$ cat src/i2c_register_transaction_sequencer_assert.svh
// ----------------------------------------------------------------------------
// I2C register transaction sequencer assertion macros
// Concurrent check wrappers, compiled out for synthesis.
// ----------------------------------------------------------------------------
`ifndef I2C_REGISTER_TRANSACTION_SEQUENCER_ASSERT_SVH
`define I2C_REGISTER_TRANSACTION_SEQUENCER_ASSERT_SVH

`ifndef SYNTHESIS

// Same-cycle implication, checked outside reset
`define I2CRTS_ASSERT_NOW(lbl, ante, cons, msg) \
  lbl: assert property (@(posedge clk) disable iff (!rst_n) (ante) |-> (cons)) \
    else $error(msg);

// Next-cycle implication, checked outside reset
`define I2CRTS_ASSERT_NEXT(lbl, ante, cons, msg) \
  lbl: assert property (@(posedge clk) disable iff (!rst_n) (ante) |=> (cons)) \
    else $error(msg);

`else

`define I2CRTS_ASSERT_NOW(lbl, ante, cons, msg)
`define I2CRTS_ASSERT_NEXT(lbl, ante, cons, msg)

`endif

`endif

$ cat src/i2crts_pkg.sv
// ----------------------------------------------------------------------------
// i2crts_pkg
// Shared types and codes of the I2C register transaction sequencer.
// ----------------------------------------------------------------------------
package i2crts_pkg;

  // Write buffer geometry
  localparam int BUF_DEPTH = 16;
  localparam int BUF_AW    = $clog2(BUF_DEPTH);
  localparam int CNT_W     = 5;

  // Configuration register indexes
  localparam int CFG_IDX_W = 2;
  localparam int CFG_DAT_W = 16;
  localparam logic [CFG_IDX_W-1:0] CFG_DEVICE_ADDRESS = 2'd0;
  localparam logic [CFG_IDX_W-1:0] CFG_TIMEOUT_LIMIT  = 2'd1;

  // Request kinds
  localparam logic [1:0] KIND_LOAD   = 2'd0;
  localparam logic [1:0] KIND_REQ    = 2'd1;
  localparam logic [1:0] KIND_STATUS = 2'd2;
  localparam logic [1:0] KIND_TICK   = 2'd3;

  // Transaction types
  localparam logic [1:0] OP_WRITE = 2'd0;
  localparam logic [1:0] OP_READ  = 2'd1;
  localparam logic [1:0] OP_PROBE = 2'd2;

  // Controller status codes
  localparam logic [7:0] ST_IDLE      = 8'hF8;
  localparam logic [7:0] ST_START     = 8'h08;
  localparam logic [7:0] ST_RSTART    = 8'h10;
  localparam logic [7:0] ST_ADDRW_ACK = 8'h18;
  localparam logic [7:0] ST_DATA_ACK  = 8'h28;
  localparam logic [7:0] ST_ADDRR_ACK = 8'h40;
  localparam logic [7:0] ST_RD_ACK    = 8'h50;
  localparam logic [7:0] ST_RD_NACK   = 8'h58;

  typedef struct packed {
    logic [1:0]       kind;
    logic [1:0]       op;
    logic [7:0]       reg_addr;
    logic [CNT_W-1:0] length;
    logic [7:0]       wdata;
    logic [7:0]       status;
    logic             si;
    logic [7:0]       rdata;
  } in_t;

  typedef struct packed {
    logic       cmd_start;
    logic       cmd_stop;
    logic       cmd_ack;
    logic       cmd_launch;
    logic       tx_valid;
    logic [7:0] tx_byte;
    logic       rx_valid;
    logic [7:0] rx_byte;
    logic       done_res;
    logic       success;
  } out_t;

  // One step of the sequencer: whether it yields a result, and the result
  typedef struct packed {
    logic fire;
    out_t res;
  } step_t;

endpackage

$ cat src/i2crts_core.sv
// ----------------------------------------------------------------------------
// i2crts_core
// Transaction state, write buffer and next-step logic of the sequencer.
// ----------------------------------------------------------------------------
`include "i2c_register_transaction_sequencer_assert.svh"

module i2crts_core (
  input  logic                               clk,
  input  logic                               rst_n,
  input  logic                               accept,
  input  i2crts_pkg::in_t                    item,
  input  logic                               cfg_we,
  input  logic [i2crts_pkg::CFG_IDX_W-1:0]   cfg_index,
  input  logic [i2crts_pkg::CFG_DAT_W-1:0]   cfg_wdata,
  output i2crts_pkg::step_t                  step
);
  import i2crts_pkg::*;

  typedef enum logic [3:0] {
    PH_IDLE, PH_START, PH_ADDR_W, PH_REG, PH_DATA,
    PH_RSTART, PH_ADDR_R, PH_READ, PH_STOP
  } phase_t;

  phase_t           phase_r, phase_nxt;
  logic [1:0]       oper_r, oper_nxt;
  logic [7:0]       regaddr_r, regaddr_nxt;
  logic [CNT_W-1:0] count_r, count_nxt;
  logic [CNT_W-1:0] index_r, index_nxt;
  logic [15:0]      poll_r, poll_nxt;
  logic [CNT_W-1:0] fill_r, fill_nxt;
  logic             failed_r, failed_nxt;
  logic [6:0]       devaddr_r;
  logic [15:0]      tmo_r;
  logic [7:0]       wbuf_r [BUF_DEPTH];

  logic             wbuf_we;
  logic [7:0]       buf_rd;
  logic [15:0]      poll_inc;
  logic [7:0]       addr_w;
  logic             last_rd;
  logic             go_stop, stop_fail, go_finish, finish_ok;
  logic             go_send, go_read, go_rstart;
  logic [7:0]       send_byte;
  phase_t           send_phase;
  out_t             res;
  logic             fire;

  assign buf_rd   = wbuf_r[index_r[BUF_AW-1:0]];
  assign poll_inc = poll_r + 16'd1;
  assign addr_w   = {devaddr_r, 1'b0};
  assign last_rd  = !(({1'b0, index_r} + (CNT_W+1)'(1)) < {1'b0, count_r});
  assign step     = '{fire: fire, res: res};

  // Decide the step for the accepted request
  always_comb begin
    phase_nxt   = phase_r;
    oper_nxt    = oper_r;
    regaddr_nxt = regaddr_r;
    count_nxt   = count_r;
    index_nxt   = index_r;
    poll_nxt    = poll_r;
    fill_nxt    = fill_r;
    failed_nxt  = failed_r;
    wbuf_we     = 1'b0;
    go_stop     = 1'b0;
    stop_fail   = 1'b0;
    go_finish   = 1'b0;
    finish_ok   = 1'b0;
    go_send     = 1'b0;
    go_read     = 1'b0;
    go_rstart   = 1'b0;
    send_byte   = '0;
    send_phase  = PH_IDLE;
    res         = '0;
    fire        = 1'b0;

    if (accept) begin
      unique case (item.kind)
        KIND_LOAD: begin
          if (phase_r == PH_IDLE && fill_r < CNT_W'(BUF_DEPTH)) begin
            wbuf_we  = 1'b1;
            fill_nxt = fill_r + CNT_W'(1);
          end
        end
        KIND_REQ: begin
          if (phase_r == PH_IDLE) begin
            if (item.status != ST_IDLE ||
                (item.op != OP_WRITE && item.op != OP_READ && item.op != OP_PROBE) ||
                (item.op == OP_READ && item.length == '0)) begin
              go_finish = 1'b1;
            end else begin
              oper_nxt    = item.op;
              regaddr_nxt = item.reg_addr;
              if (item.op == OP_PROBE) begin
                count_nxt = CNT_W'(1);
              end else if (item.length > CNT_W'(BUF_DEPTH)) begin
                count_nxt = CNT_W'(BUF_DEPTH);
              end else begin
                count_nxt = item.length;
              end
              index_nxt      = '0;
              fill_nxt       = '0;
              failed_nxt     = 1'b0;
              phase_nxt      = PH_START;
              poll_nxt       = '0;
              res.cmd_start  = 1'b1;
              res.cmd_launch = 1'b1;
              fire           = 1'b1;
            end
          end
        end
        KIND_STATUS, KIND_TICK: begin
          if (phase_r != PH_IDLE) begin
            if (item.kind == KIND_TICK ||
                (phase_r == PH_STOP && item.status != ST_IDLE) ||
                (phase_r != PH_STOP && !item.si)) begin
              // Count one poll, time out at the limit
              poll_nxt = poll_inc;
              if (!(poll_inc < tmo_r)) begin
                if (phase_r == PH_STOP) begin
                  go_finish = 1'b1;
                end else begin
                  go_stop   = 1'b1;
                  stop_fail = 1'b1;
                end
              end
            end else if (phase_r == PH_STOP) begin
              go_finish = 1'b1;
              finish_ok = !failed_r;
            end else begin
              // Check the completion status of the current step
              unique case (phase_r)
                PH_START: begin
                  if (item.status != ST_START) begin
                    go_stop = 1'b1; stop_fail = 1'b1;
                  end else begin
                    go_send    = 1'b1;
                    send_byte  = addr_w | {7'd0, oper_r == OP_PROBE};
                    send_phase = (oper_r == OP_PROBE) ? PH_ADDR_R : PH_ADDR_W;
                  end
                end
                PH_ADDR_W: begin
                  if (item.status != ST_ADDRW_ACK) begin
                    go_stop = 1'b1; stop_fail = 1'b1;
                  end else begin
                    go_send    = 1'b1;
                    send_byte  = regaddr_r;
                    send_phase = PH_REG;
                  end
                end
                PH_REG: begin
                  if (item.status != ST_DATA_ACK) begin
                    go_stop = 1'b1; stop_fail = 1'b1;
                  end else if (oper_r == OP_READ) begin
                    go_rstart = 1'b1;
                  end else if (count_r == '0) begin
                    go_stop = 1'b1;
                  end else begin
                    index_nxt  = CNT_W'(1);
                    go_send    = 1'b1;
                    send_byte  = buf_rd;
                    send_phase = PH_DATA;
                  end
                end
                PH_DATA: begin
                  if (item.status != ST_DATA_ACK) begin
                    go_stop = 1'b1; stop_fail = 1'b1;
                  end else if (index_r < count_r) begin
                    index_nxt  = index_r + CNT_W'(1);
                    go_send    = 1'b1;
                    send_byte  = buf_rd;
                    send_phase = PH_DATA;
                  end else begin
                    go_stop = 1'b1;
                  end
                end
                PH_RSTART: begin
                  if (item.status != ST_RSTART) begin
                    go_stop = 1'b1; stop_fail = 1'b1;
                  end else begin
                    go_send    = 1'b1;
                    send_byte  = addr_w | 8'd1;
                    send_phase = PH_ADDR_R;
                  end
                end
                PH_ADDR_R: begin
                  if (item.status != ST_ADDRR_ACK) begin
                    go_stop = 1'b1; stop_fail = 1'b1;
                  end else begin
                    index_nxt = '0;
                    go_read   = 1'b1;
                  end
                end
                PH_READ: begin
                  if (item.status != (last_rd ? ST_RD_NACK : ST_RD_ACK)) begin
                    go_stop = 1'b1; stop_fail = 1'b1;
                  end else begin
                    if (oper_r == OP_READ) begin
                      res.rx_valid = 1'b1;
                      res.rx_byte  = item.rdata;
                    end
                    index_nxt = index_r + CNT_W'(1);
                    go_stop   = last_rd;
                    go_read   = !last_rd;
                  end
                end
                default: ;
              endcase
            end
          end
        end
        default: ;
      endcase
    end

    // Apply the chosen action
    if (go_send) begin
      phase_nxt      = send_phase;
      poll_nxt       = '0;
      res.tx_valid   = 1'b1;
      res.tx_byte    = send_byte;
      res.cmd_launch = 1'b1;
      fire           = 1'b1;
    end
    if (go_rstart) begin
      phase_nxt      = PH_RSTART;
      poll_nxt       = '0;
      res.cmd_start  = 1'b1;
      res.cmd_launch = 1'b1;
      fire           = 1'b1;
    end
    if (go_read) begin
      phase_nxt      = PH_READ;
      poll_nxt       = '0;
      res.cmd_launch = 1'b1;
      res.cmd_ack    = ({1'b0, index_nxt} + (CNT_W+1)'(1)) < {1'b0, count_r};
      fire           = 1'b1;
    end
    if (go_stop) begin
      failed_nxt     = failed_r | stop_fail;
      phase_nxt      = PH_STOP;
      poll_nxt       = '0;
      res.cmd_stop   = 1'b1;
      res.cmd_launch = 1'b1;
      fire           = 1'b1;
    end
    if (go_finish) begin
      phase_nxt    = PH_IDLE;
      poll_nxt     = '0;
      res.done_res = 1'b1;
      res.success  = finish_ok;
      fire         = 1'b1;
    end
  end

  // Hold transaction state and configuration
  always_ff @(posedge clk) begin
    if (!rst_n) begin
      phase_r   <= PH_IDLE;
      oper_r    <= '0;
      regaddr_r <= '0;
      count_r   <= '0;
      index_r   <= '0;
      poll_r    <= '0;
      fill_r    <= '0;
      failed_r  <= 1'b0;
      devaddr_r <= 7'd104;
      tmo_r     <= 16'hFFFF;
    end else begin
      phase_r   <= phase_nxt;
      oper_r    <= oper_nxt;
      regaddr_r <= regaddr_nxt;
      count_r   <= count_nxt;
      index_r   <= index_nxt;
      poll_r    <= poll_nxt;
      fill_r    <= fill_nxt;
      failed_r  <= failed_nxt;
      if (cfg_we) begin
        unique case (cfg_index)
          CFG_DEVICE_ADDRESS: devaddr_r <= cfg_wdata[6:0];
          CFG_TIMEOUT_LIMIT:  tmo_r     <= cfg_wdata;
          default: ;
        endcase
      end
    end
  end

  // Append write bytes to the buffer
  always_ff @(posedge clk) begin
    if (wbuf_we) begin
      wbuf_r[fill_r[BUF_AW-1:0]] <= item.wdata;
    end
  end

  `I2CRTS_ASSERT_NEXT(a_done_idle, fire && res.done_res, phase_r == PH_IDLE, "done without return to idle")
  `I2CRTS_ASSERT_NEXT(a_stop_phase, fire && res.cmd_stop, phase_r == PH_STOP, "stop without stop phase")
  `I2CRTS_ASSERT_NOW(a_data_index, phase_r == PH_DATA, index_r <= count_r && index_r != '0, "data index out of range")
  `I2CRTS_ASSERT_NOW(a_fill_bound, 1'b1, fill_r <= CNT_W'(BUF_DEPTH), "write buffer overfilled")

endmodule

$ cat src/i2c_register_transaction_sequencer.sv
// ----------------------------------------------------------------------------
// i2c_register_transaction_sequencer
// I2C master register write/read/probe sequencer over a byte-level controller.
// ----------------------------------------------------------------------------
//   channel | direction | handshake            | payload
//   in_     | input     | in_valid / in_stall  | in_data  (load, request, status, tick)
//   out_    | output    | out_valid / out_stall| out_data (controller commands, result)
//   cfg_    | input     | cfg_we               | cfg_index, cfg_wdata
//
// One request per cycle while in_stall is low; each request updates the transaction
// state in the cycle it is taken; its result, if any, goes to the output register.
// in_stall is raised only while the output register holds a result that is stalled.
// Reset (rst_n low, synchronous) returns to idle with an empty write buffer.
// ----------------------------------------------------------------------------
`include "i2c_register_transaction_sequencer_assert.svh"

module i2c_register_transaction_sequencer (
  input  logic                               clk,
  input  logic                               rst_n,
  input  logic                               in_valid,
  output logic                               in_stall,
  input  i2crts_pkg::in_t                    in_data,
  output logic                               out_valid,
  input  logic                               out_stall,
  output i2crts_pkg::out_t                   out_data,
  input  logic                               cfg_we,
  input  logic [i2crts_pkg::CFG_IDX_W-1:0]   cfg_index,
  input  logic [i2crts_pkg::CFG_DAT_W-1:0]   cfg_wdata
);
  import i2crts_pkg::*;

  logic  accept;
  step_t step;
  logic  out_valid_r, out_valid_nxt;
  out_t  out_data_r;

  assign in_stall  = out_valid_r & out_stall;
  assign accept    = in_valid & ~in_stall;
  assign out_valid = out_valid_r;
  assign out_data  = out_data_r;

  i2crts_core u_core (
    .clk       (clk),
    .rst_n     (rst_n),
    .accept    (accept),
    .item      (in_data),
    .cfg_we    (cfg_we),
    .cfg_index (cfg_index),
    .cfg_wdata (cfg_wdata),
    .step      (step)
  );

  // Load a new result, hold a stalled one, drop a taken one
  always_comb begin
    if (step.fire) begin
      out_valid_nxt = 1'b1;
    end else if (out_stall) begin
      out_valid_nxt = out_valid_r;
    end else begin
      out_valid_nxt = 1'b0;
    end
  end

  always_ff @(posedge clk) begin
    if (!rst_n) begin
      out_valid_r <= 1'b0;
    end else begin
      out_valid_r <= out_valid_nxt;
    end
  end

  always_ff @(posedge clk) begin
    if (step.fire) begin
      out_data_r <= step.res;
    end
  end

  `I2CRTS_ASSERT_NOW(a_stall_full, in_stall, out_valid_r, "input stalled with empty output")
  `I2CRTS_ASSERT_NOW(a_fire_room, step.fire, accept && !(out_valid_r && out_stall), "result without room")
  `I2CRTS_ASSERT_NEXT(a_fire_shown, step.fire, out_valid_r, "result not presented")

endmodule
$ cat config.mk
export PLATFORM = sky130hd
export DESIGN_NAME = i2c_register_transaction_sequencer
export DESIGN_NICKNAME = d
export VERILOG_FILES = /design/src/i2crts_pkg.sv /design/src/i2crts_core.sv /design/src/i2c_register_transaction_sequencer.sv
export VERILOG_INCLUDE_DIRS = /design/src /design/src/src
export SDC_FILE = /design/constraint.sdc
export NUM_CORES = 1
export LEC_CHECK = 0
export ABC_AREA = 1
export BUFFER_PORTS_ARGS = -buffer_cell sky130_fd_sc_hd__buf_2
export CAP_MARGIN = 20
export CORE_AREA = 2 2 175 177
export DETAILED_ROUTE_END_ITERATION = 10
export DIE_AREA = 0 0 177 179
export MAX_ROUTING_LAYER = met4
export PLACE_DENSITY = 0.54
export SETUP_SLACK_MARGIN = 0.15
export SYNTH_ARGS = -nofsm -noshare
export SYNTH_HDL_FRONTEND = slang
export SYNTH_SLANG_ARGS = --single-unit
$ cat constraint.sdc
create_clock -name clk -period 4.4 [get_ports clk]
set_input_delay 0 -clock clk [delete_from_list [all_inputs] [get_ports clk]]
set_output_delay 0 -clock clk [all_outputs]
set_load 0.01 [all_outputs]
==> qor.txt <==
================================================================================
Outcome ........................................................... finished clean
End point of the critical path ....................................  out_data[9]
Depth of the most critical reg-to-reg path ........................           20
Critical Path, Cell by Cell ....................................... ha_1, nand2_1, nor2_1, nand3_1, nor3_1, nand4_1, nor2_1, nand3_1, xor2_1, inv_1, ha_1, nand2_1, nor2_1, a21oi_1, nand2_1, a21oi_1, nor2_4, clkinv_4, nand3_1, buf_6
Floorplan die width ...............................................       177 um
DP Area ........................................................... 0.01146 mm^2
Clk buf depth .....................................................            3
Relative slew slack ...............................................       38.14%
Routability cong. .................................................       0.8791
Synth async-reset ratio ...........................................           0%
Final slew viol count .............................................            0
Average instance area after synthesis .............................   9.448 um^2
Area of all placed cells without fillers .......................... 0.01293 mm^2
Hold Path Depth ...................................................            2
Number of global-route vias before repair .........................         7835
Buffering stage count on the worst path with inverters included ...            3
Worst setup slack for register-to-register paths ..................       570 ps
Final net count ...................................................         1373
Total routing resource utilization after global routing ...........       17.94%
Net Count, Synth ..................................................         1219
Pin slew with the least headroom to its limit .....................     924.4 ps
Buffers added on ports ............................................           90
Iteration count of the initial detailed-routing pass ..............            5
Iteration-0 DRC count of the detailed router ......................          666
Flop and latch count out of synthesis .............................          222
Class of the worst hold path ...................................... input port to register
Number of antenna violations at the first check in global routing .            0
Htree depth .......................................................            1
Top cell family by delay on the critical path ..................... simple AND/OR/NAND/NOR gates
Top cells by instance count after synthesis ....................... nand2_1, nor2_1, edfxtp_1
Share of synthesized area occupied by flip-flops and latches ......       56.38%
Setup Fix Bufs, Post-CTS ..........................................            0
Cell Pwr Density .................................................. 366.9 mW/mm^2
Total standard cell area after synthesis .......................... 0.01058 mm^2
Routed via count divided by cell count ............................        4.919
Maximum fanout along the worst path ...............................           24
Sequential standard cell area ..................................... 0.005967 mm^2
Sinks on the clock net ............................................          222
Total routed wirelength ...........................................     27770 um
Worst supply voltage drop on vdd ..................................     340.0 uV
Critical Path End Type ............................................     register
Top_reg_cell synth ................................................     edfxtp_1
Clock insertion delay at the later pin of the skew report .........       530 ps
Final worst-path cycle share ......................................       86.96%
Area share of the largest cell type after synthesis ...............       43.14%
Critical Path Start Type ..........................................     register
Reported max-cap violation count ..................................            0
Hold_sp ...........................................................        rst_n
DIE AREA .......................................................... 0.03168 mm^2
Worst hold slack after final layout ...............................     16.52 ps
Worst setup skew after layout .....................................     22.49 ps
Setup crit start .................................................. u_core.poll_r[0]
FMAX ..............................................................    261.4 MHz
Vertical extent of the die ........................................       179 um
Cell type of the slowest stage on the worst timing path ...........      dfxtp_1
Placement row count ...............................................           64
Area of the core .................................................. 0.03003 mm^2
Most frequent cell after synthesis ................................      nand2_1
Share of layout cells above drive strength 1 ......................       15.93%
Filler instances ..................................................         2912
Antenna Violating Nets Remaining ..................................            0
CTS root buf ......................................................    clkbuf_16
Delay of the slowest critical-path stage ..........................       400 ps
Cell types occupying the most area after synthesis ................ edfxtp_1, dfxtp_1, nand2_1, nor2_1, o21ai_0
Cell taking the most area after synthesis .........................     edfxtp_1
Final routed wire length divided by cell count ....................     16.44 um
Diodes inserted ...................................................            0
TritonCTS buffer count ............................................           25
Pin count of the biggest net entering global routing ..............           58
RSZ-0062 raised after global routing ..............................        false
Number of synthesized flops with an enable pin ....................          152
Reg-to-reg critical path endpoint .................................  out_data[9]
Leak Pwr ..........................................................     5.156 nW
TritonCTS clock tree ..............................................         done
DPL Wire Length ...................................................     19220 um
Wire length of the first global-routing pass ......................     42920 um
Clock-pin transition on the worst setup and hold timing paths .....        60 ps
Area delta synth->final ...........................................       22.21%
Yosys cell types ..................................................           49
Gate count of the mapped netlist ..................................         1120
Crit. path cell count .............................................           20
Total number of vias ..............................................         8308
Min Clock Period, post-route ......................................      3826 ps
I/O pin count .....................................................           91
Reg2reg start ..................................................... u_core.poll_r[0]
Total DRC errors in the routed layout .............................            0
Total setup violations reported at the end of the flow ............            0
Final Hold Fails ..................................................            0
Starting utilization of the core area .............................       35.24%
Final global-route overflow total .................................            0
Arrival time at the worst endpoint ................................      4030 ps
Category of the critical setup timing path ........................ register to register
Required time of the critical path ................................      4600 ps
Post-Route Setup TNS ..............................................         0 ps
Yosys warning count ...............................................            0
Total area of multi-input combinational cells ..................... 0.003974 mm^2
================================================================================
==> cell families after synthesis <==
family | Yosys count | share of synthesized area [%]
flip-flops | 222 | 56.38
adder cells (fa/ha/maj) | 34 | 4.020
AND/OR/NAND/NOR | 435 | 18.09
buffers and inverters | 164 | 6.066
AO/OA/AOI/OAI | 247 | 13.95
XOR/XNOR | 18 | 1.490
==> what timing repair did <==
action                                 in CTS  in global routing
endpoints found under the hold margin     177                  0
hold buffers                               62                  0
resized for setup                           0                  1
setup endpoints to repair                   0                 23
==> cell usage in the layout (no fill, tap or decap), types with 3 or more instances in the layout <==
cell,instances
nand3_1,28
nand4_1,8
xor2_1,17
dfxtp_1,69
clkinv_4,3
a21oi_1,52
buf_4,11
nor3_2,4
nand3_2,3
a22oi_1,14
clkinv_2,5
o221ai_1,10
nor2_1,164
nor4_1,4
o211ai_1,17
buf_2,90
nor3_1,12
nand2_1,175
o22ai_1,30
nor2_2,19
clkinv_1,5
o21ai_0,88
ha_1,34
clkbuf_16,26
nor2_4,3
inv_1,111
edfxtp_1,152
bufinv_16,3
a31oi_1,10
dlygate4sd3_1,62
o31ai_1,3
inv_2,13
a21oi_2,4
o21ai_1,6
a211oi_1,4
nand2_2,3
==> routing by layer <==
metal  routed length, um  track usage [%]  vias up
met4                 444            4.063        0
li1                    -                -     4166
met2               12760            28.78      219
met3                1662            2.969       27
met5                   0                -        -
met1               12900            23.90     3896
==> power breakdown <==
group	total, mW	leakage [nW]	internal (mW)	switching, mW
combinational	0.364	2.79	0.134	0.229
sequential	2.27	1.96	2.25	0.0157
clock	2.12	0.412	1.27	0.843
total	4.74	5.16	3.66	1.09
==> worst min-delay path by stage <==
| stage | end | slack, ps |
|---|---|---|
| floorplan | u_core.wbuf_r[0][0] | 100 |
| global placement | u_core.tmo_r[7] | 220 |
| detailed placement | u_core.regaddr_r[5] | 230 |
| CTS | u_core.devaddr_r[6] | 5 |
| global route | u_core.devaddr_r[6] | 30 |
| finish | u_core.devaddr_r[5] | 20 |
==> registers in the layout, indices dropped and copies added (netlist names) <==
register	count
u_core.fill_r	5
out_data	24
u_core.count_r	5
u_core.wbuf_r	128
out_valid	1
u_core.index_r	5
u_core.phase_r	4
u_core.poll_r	16
u_core.regaddr_r	8
u_core.tmo_r	16
u_core.devaddr_r	7
u_core.failed_r	1
u_core.oper_r	2
==> metrics by stage <==
step           cells  power, mW  utilization, %  setup slack, ps
2_1_floorplan   1120      2.500               -            632.4
6_report        1689      4.744           43.06            573.9
3_3_place_gp    1581      2.633           38.18            648.6
3_5_place_dp    1581      2.635           38.18            546.1
5_1_grt         1689      4.921           43.06            203.2
4_1_cts         1689      4.786           43.05            510.3
==> final cells by class <==
| type | count | share of cell area, % |
|---|---|---|
| sequential | 222 | 46.14 |
| multi-input combinational | 734 | 30.73 |
| timing repair buffer | 164 | 9.008 |
| clock buffer | 29 | 5.196 |
| tap | 396 | 3.832 |
| inverter | 127 | 3.764 |
| clock inverter | 17 | 1.326 |
==> worst reg2reg max path: cells and delay by family, from the launching register on <==
family / cells / cell delay, ps
simple gates: 12 / 1840
compound gates: 2 / 230
buf+inv: 3 / 410
xor+xnor: 1 / 130
fa+ha+maj: 2 / 480
flops: 1 / 400
Note: power is estimated with default switching activity, not from simulation.
